## config.mk

```make
export PLATFORM = sky130hd
export DESIGN_NAME = hfd_ctrl
export DESIGN_NICKNAME = d
export VERILOG_FILES = /design/src/hfd_pkg.sv /design/src/hfd_ctrl.sv
export SDC_FILE = /design/constraint.sdc
export NUM_CORES = 1
export LEC_CHECK = 0
export BUFFER_PORTS_ARGS = -buffer_cell sky130_fd_sc_hd__buf_4
export CORE_AREA = 2 2 39 41
export DETAILED_ROUTE_END_ITERATION = 10
export DIE_AREA = 0 0 41 43
export HOLD_SLACK_MARGIN = 0.08
export PLACE_DENSITY = 0.43
export SKIP_CTS_REPAIR_TIMING = 1
export SYNTH_ARGS = -nofsm -noshare
export SYNTH_HDL_FRONTEND = slang
export SYNTH_SLANG_ARGS = --single-unit
```

## constraint.sdc

```tcl
create_clock -name clk -period 1.5 [get_ports clk]
set_input_delay 0.3 -clock clk [delete_from_list [all_inputs] [get_ports clk]]
set_output_delay 0.3 -clock clk [all_outputs]
set_load 0.01 [all_outputs]
```

## src/hfd_pkg.sv

```systemverilog
// Package: shared types and constants of the Huffman tree-walk decoder.
package hfd_pkg;

    localparam int MAX_NODES = 512;
    localparam int NODE_AW   = $clog2(MAX_NODES);
    localparam int SYM_W     = 8;
    localparam int OP_W      = 2;
    localparam int BIT_CNT_W = 3;
    localparam int APB_AW    = 3;
    localparam int APB_DW    = 32;

    localparam logic [SYM_W-1:0]   END_SYMBOL_RST = SYM_W'(3);
    localparam logic [NODE_AW-1:0] ROOT_RST       = '0;

    typedef enum logic [OP_W-1:0] {
        OP_WRITE   = 2'd0,
        OP_DECODE  = 2'd1,
        OP_RESTART = 2'd2,
        OP_NONE    = 2'd3
    } op_t;

    typedef enum logic {
        REG_ROOT = 1'b0,
        REG_END  = 1'b1
    } reg_idx_t;

    typedef enum logic [2:0] {
        ST_IDLE,
        ST_FETCH,
        ST_CUR,
        ST_STEP,
        ST_EVAL,
        ST_FLUSH
    } state_t;

    typedef struct packed {
        logic               leaf;
        logic [SYM_W-1:0]   symbol;
        logic [NODE_AW-1:0] left;
        logic [NODE_AW-1:0] right;
    } node_t;

    typedef struct packed {
        logic [SYM_W-1:0] symbol;
        logic             symbol_valid;
        logic             end_seen;
    } result_t;

    typedef struct packed {
        logic wr_node;
        logic restart;
        logic start;
        logic rd_walk;
        logic use_rd;
        logic rd_hit;
        logic eval;
        logic flush;
    } cmd_t;

    typedef struct packed {
        logic ended;
        logic cur_ok;
        logic he_leaf;
        logic he_end;
        logic pend_valid;
        logic slot_free;
        logic last_bit;
    } sts_t;

endpackage

```

## src/hfd_ctrl.sv

```systemverilog
// Controller: state machine sequencing node writes, restarts and the bit-by-bit walk.
module hfd_ctrl
    import hfd_pkg::*;
(
    input  logic            clk,
    input  logic            rst_n,
    input  logic            in_valid,
    input  logic [OP_W-1:0] in_op,
    output logic            in_ready,
    input  sts_t            sts,
    output cmd_t            cmd
);

    state_t state_reg;
    state_t state_next;
    logic   stall;

    assign stall = sts.he_leaf && sts.pend_valid && !sts.slot_free;

    always_ff @(posedge clk or negedge rst_n)
    begin
        if (!rst_n)
        begin
            state_reg <= ST_IDLE;
        end
        else
        begin
            state_reg <= state_next;
        end
    end

    always_comb
    begin
        state_next = state_reg;
        case (state_reg)
            ST_IDLE:
            begin
                if (in_valid && (op_t'(in_op) == OP_DECODE) && !sts.ended)
                begin
                    state_next = sts.cur_ok ? ST_STEP : ST_FETCH;
                end
            end
            ST_FETCH: state_next = ST_CUR;
            ST_CUR:   state_next = ST_EVAL;
            ST_STEP:  state_next = ST_EVAL;
            ST_EVAL:
            begin
                if (!stall)
                begin
                    if (sts.he_end || sts.last_bit)
                    begin
                        state_next = ST_FLUSH;
                    end
                    else if (sts.he_leaf)
                    begin
                        state_next = ST_FETCH;
                    end
                    else
                    begin
                        state_next = ST_STEP;
                    end
                end
            end
            ST_FLUSH:
            begin
                if (!sts.pend_valid || sts.slot_free)
                begin
                    state_next = ST_IDLE;
                end
            end
            default: state_next = ST_IDLE;
        endcase
    end

    always_comb
    begin
        cmd      = '0;
        in_ready = 1'b0;
        case (state_reg)
            ST_IDLE:
            begin
                in_ready = 1'b1;
                if (in_valid)
                begin
                    cmd.wr_node = (op_t'(in_op) == OP_WRITE);
                    cmd.restart = (op_t'(in_op) == OP_RESTART);
                    cmd.start   = (op_t'(in_op) == OP_DECODE) && !sts.ended;
                end
            end
            ST_FETCH:
            begin
                cmd.rd_walk = 1'b1;
            end
            ST_CUR:
            begin
                cmd.use_rd = 1'b1;
                cmd.rd_hit = 1'b1;
            end
            ST_STEP:
            begin
                cmd.rd_hit = 1'b1;
            end
            ST_EVAL:
            begin
                cmd.eval = !stall;
            end
            ST_FLUSH:
            begin
                cmd.flush = sts.pend_valid && sts.slot_free;
            end
            default:
            begin
                cmd = '0;
            end
        endcase
    end

endmodule

```

-- Word level (Yosys, flattened, before mapping)
Index checks and enable logic that the tools add are counted.
- register bits after elaboration: 3
- input bits: 12
- output and inout bits: 9
- word-level logic and storage cells: 42
- eq/ne operators: 10
- muxes and demuxes: 15
- reduce and logical (&&, ||, !) cells: 16
- operators by type and width (operator ; number):
    $mux W3 ; 6
    $pmux W3 S5 ; 1
    $eq A3 B2 Y1 const B ; 2
    $eq A3 B3 Y1 const B ; 2
    $logic_and A1 B1 Y1 ; 6
    $mux W1 ; 6
    $ne A2 B2 Y1 const B ; 3
    $logic_not A1 Y1 ; 4
    $mux W2 ; 2
    $eq A3 B1 Y1 const B ; 1
    $logic_not A3 Y1 ; 1
    $reduce_and A3 Y1 ; 1
    $eq A2 B1 Y1 const B ; 1
    $eq A2 B2 Y1 const B ; 1
    $logic_not A2 Y1 ; 1
    $logic_or A1 B1 Y1 ; 2
    $reduce_or A2 Y1 ; 1

-- Depth between registers and ports, before layout
- depth in word-level cells: 5
- depth in mapped cells: 4
- depth with buffers taken out: 3

-- Worst setup path before layout
No wires, ideal clock.
- path kind: reg-to-output
- start: register state_reg[0]
- end: output port cmd[7] in the netlist's numbering
- arrival time: 1.204 ns
- data required time: 1.200 ns
- slack: -0.004 ns
- stages on the path, launching flop included: 4
- buffers on the path: 1
- path through: dfrtp_1 -> buf_6 -> nor3_1 -> and4bb_2
- RTL lines (element ; line ; text):
    from (decl) ; hfd_ctrl.sv:14 ; state_t state_reg;
    from (signal assigned) ; hfd_ctrl.sv:28 ; state_reg <= state_next;
    to (decl) ; hfd_ctrl.sv:11 ; output cmd_t cmd

==> impl_metrics.csv <==
group,metric,value,unit
run_status,outcome,"complete, but fails checks",
run_status,failed_checks,"negative setup slack",
sta,fin_worst_skew,0.00326,ns
placed_design,dpl.hpwl,576,µm
floorplan,std_cell_rows,14,
setup_path,worstSetupStartpoint,"state_reg[1]",
floorplan,die_h,43,µm
cts,clock_tree.root_cell,"clkbuf_4",
hold_path,timing.hold.worst_path_depth,3,
final_layout,ant_cells,0,
setup_path,critical_path_peak_fanout,7,
final_layout,final_util,0.358,
pwr,power_switching_share,0.392,
synth,syn_nets,44,
global_route,groute.usage.overall,0.106,
routing,drtIter0Drc,1,
setup_path,cp_data_required_time,1.20,ns
global_route,grt_overflow_total,0,
setup_path,critical-path-max-stage-delay,0.45,ns
routing,dr.pass1.iters,2,
placed_design,placement.io_buffers,20,
synth,post_synth.cell_area_avg,8.21,µm²
setup_path,classification_of_the_worst_setup_path,"register to output pin",
routing,routed_wire_length_per_instance,10.0,µm
sta,max_freq,640,MHz
global_route,grt_first_pass_wirelength,1.22,mm
hold_path,hold_path.startpoint,"sts[5]",
synth,post_synth_instance_area,263,µm²
pwr,share_seq_of_total_power,0.264,
final_layout,multi_input_comb_area,176,µm²
final_layout,drive_gt1_frac,0.552,
final_layout,nets,71,
sta,final-max-slew-violation-count,0,
final_layout,ff_latch_area,78.8,µm²
sta,period_needed,1.56,ns
cts,cts_made_buffers,3,
floorplan,initial_utilization,0.190,
setup_path,worst_r2r_startpoint,"state_reg[0]",
pwr,power.share.combinational,0.559,
floorplan,io_pins,21,
global_route,maximum_number_of_pins_on_one_net_before_global_route_repair,9,
sta,post-route-worst-setup-slack,-0.0615,ns
setup_path,slowest_stage,"dfrtp_2",
cts,clock_latency_late_sink,0.23,ns
placed_design,gp_congestion,0.677,
setup_path,worst_path_dominant_cell_family,"simple AND/OR/NAND/NOR gates",
synth,yosys-mux-area-fraction,0,
routing,antenna_left,0,
synth,synth_fa_ha_area_frac,0,
setup_path,worstRegToRegCells,4,
hold_path,min_path_type,"input port to register",
setup_path,cp_data_arrival_time,1.26,ns
floorplan,design.core.area,0.00138,mm²
synth,yosys.area_share.xor_xnor,0,
final_layout,layout-area-overhead-vs-synth,88.6,%
synth,synth_cell_types,20,
synth,synth_top_family_by_area,"simple AND/OR/NAND/NOR gates",
sta,tightestPinTransition,0.390,ns
sta,setup_viol,3,
pwr,power.ir.vdd_worst,0.594,mV
routing,route.vias.total,321,
setup_path,critical_path.endpoint_type,"output pin",
sta,setup-tns-final,-0.133,ns
pwr,power.internal,0.000482,W
setup_path,worst_r2r_endpoint,"state_reg[0]",
cts,cts_tree,"built",
synth,yosysWarnings,0,
cts,clock_sink_count,3,
sta,fin_crit_sh,1.04,
synth,synth-simple-area-share,0.448,
floorplan,die_w,41,µm
hold_path,hold-path-endpoint,"state_reg[1]",
synth,synth_sequential_area_ratio,0.286,
setup_path,reg2reg_slack,0.23,ns
routing,post_drt_via_cell_ratio,4.34,
synth,syn_inst,32,
setup_path,worstPathCellList,"nor3_4, and4bb_2, buf_6",
pwr,clock_power_share,0.177,
global_route,first_global_vias,289,
placed_design,place_ws,0.122,ns
synth,synth_compound_gate_area_share,0.181,
routing,route.final.wire_length,741,µm
pwr,power.density,1600,mW/mm²
cts,clockBufferDepth,2,
pwr,power_leakage,0.243,nW
sta,worst_slew_margin_rel,0.739,
cts,cts.clk_slew.worst_paths,0.04,ns
final_layout,final.fill_count,164,
floorplan,fp.dieArea,0.00176,mm²
synth,ys_ff_latch,3,
setup_path,critPathLaunchType,"register",
sta,grt_setup_unrepaired,"yes",
global_route,grt_antenna_before_repair,0,
routing,drc_errors,0,
pwr,total_switching_power,0.000311,W
sta,finalHoldViolations,0,
flow_run,cap_violations,0,
setup_path,crit_path_buffers_inverters,1,
cts,cts_htree_levels,1,
final_layout,max_reg_flops,3,
-- worst min-delay path, cell delays in order --
cell and delay, ns:
buf_4 0.07, a31oi_1 0.06, o21ai_0 0.07
-- how the worst max path moves through the flow --
stage	cells after the start	slack, ns	end
finish	3	-0.06	cmd[7]
global route	3	-0.11	cmd[6]
CTS	3	-0.13	cmd[7]
detailed placement	3	0.12	cmd[7]
global placement	4	0.1	state_reg[0]
floorplan	3	0.15	cmd[7]
-- through the flow --
stage	area [µm²]	total power [W]	hold WS, ns	std cells
2_1_floorplan	268	0.000417	0.00441	32
3_3_place_gp	434	0.000601	0.0916	68
3_5_place_dp	434	0.000598	0.0906	68
4_1_cts	460	0.000747	-0.161	72
5_1_grt	495	0.000869	0.352	74
6_report	495	0.000793	0.317	74
-- logic make-up after synthesis --
group / after synthesis
AND/OR/NAND/NOR: 18
AO/OA/AOI/OAI: 7
flip-flops: 3
buffers and inverters: 4
-- per-layer routing --
layer	vias to the layer above	global-route usage	share of wire
met5	-	0	0
li1	167	-	-
met2	11	0.141	0.51
met4	0	0.0600	0
met3	0	0.0628	0.076
met1	143	0.129	0.42
-- cell usage in the layout, fill, tap and decap left out, types with 2 or more instances in the layout --
| master | n |
|---|---|
| buf_4 | 20 |
| nor2_1 | 6 |
| inv_1 | 3 |
| nand3_1 | 2 |
| clkbuf_4 | 3 |
| buf_6 | 2 |
| dfrtp_2 | 3 |
| o21ai_0 | 2 |
| nand2b_1 | 2 |
-- power groups by stage --
stage | logic (W) | clock network, W | registers, W
after CTS | 0.000407 | 0.000148 | 0.000193
after floorplan | 0.000258 | 0 | 0.000160
after global placement | 0.000406 | 0 | 0.000195
final | 0.000443 | 0.000140 | 0.000209
after global routing | 0.000495 | 0.000153 | 0.000220
after detailed placement | 0.000405 | 0 | 0.000193
-- Yosys cell counts (all sizes together) --
library cell / count / area [µm²]
inv: 3 / 11.3
nor3b: 1 / 7.51
and4bb: 2 / 25.0
buf: 1 / 11.3
nor4b: 1 / 8.76
dfrtp: 3 / 75.1
a21oi: 1 / 5.00
a31oi: 1 / 6.26
o21a: 1 / 7.51
nor3: 1 / 5.00
a2111oi: 1 / 10.0
o21ai: 2 / 10.0
or2b: 1 / 7.51
o22a: 1 / 8.76
nand2b: 2 / 12.5
and2: 1 / 7.51
nor2: 6 / 22.5
nand3: 2 / 10.0
and4b: 1 / 11.3
-- cell type report --
type,instances,area share
Clock buffer,4,0.0530
Multi-Input combinational cell,25,0.356
Tap cell,16,0.0404
Timing Repair Buffer,23,0.369
Sequential cell,3,0.159
Inverter,3,0.0227
Power figures use the tool's default switching activity.
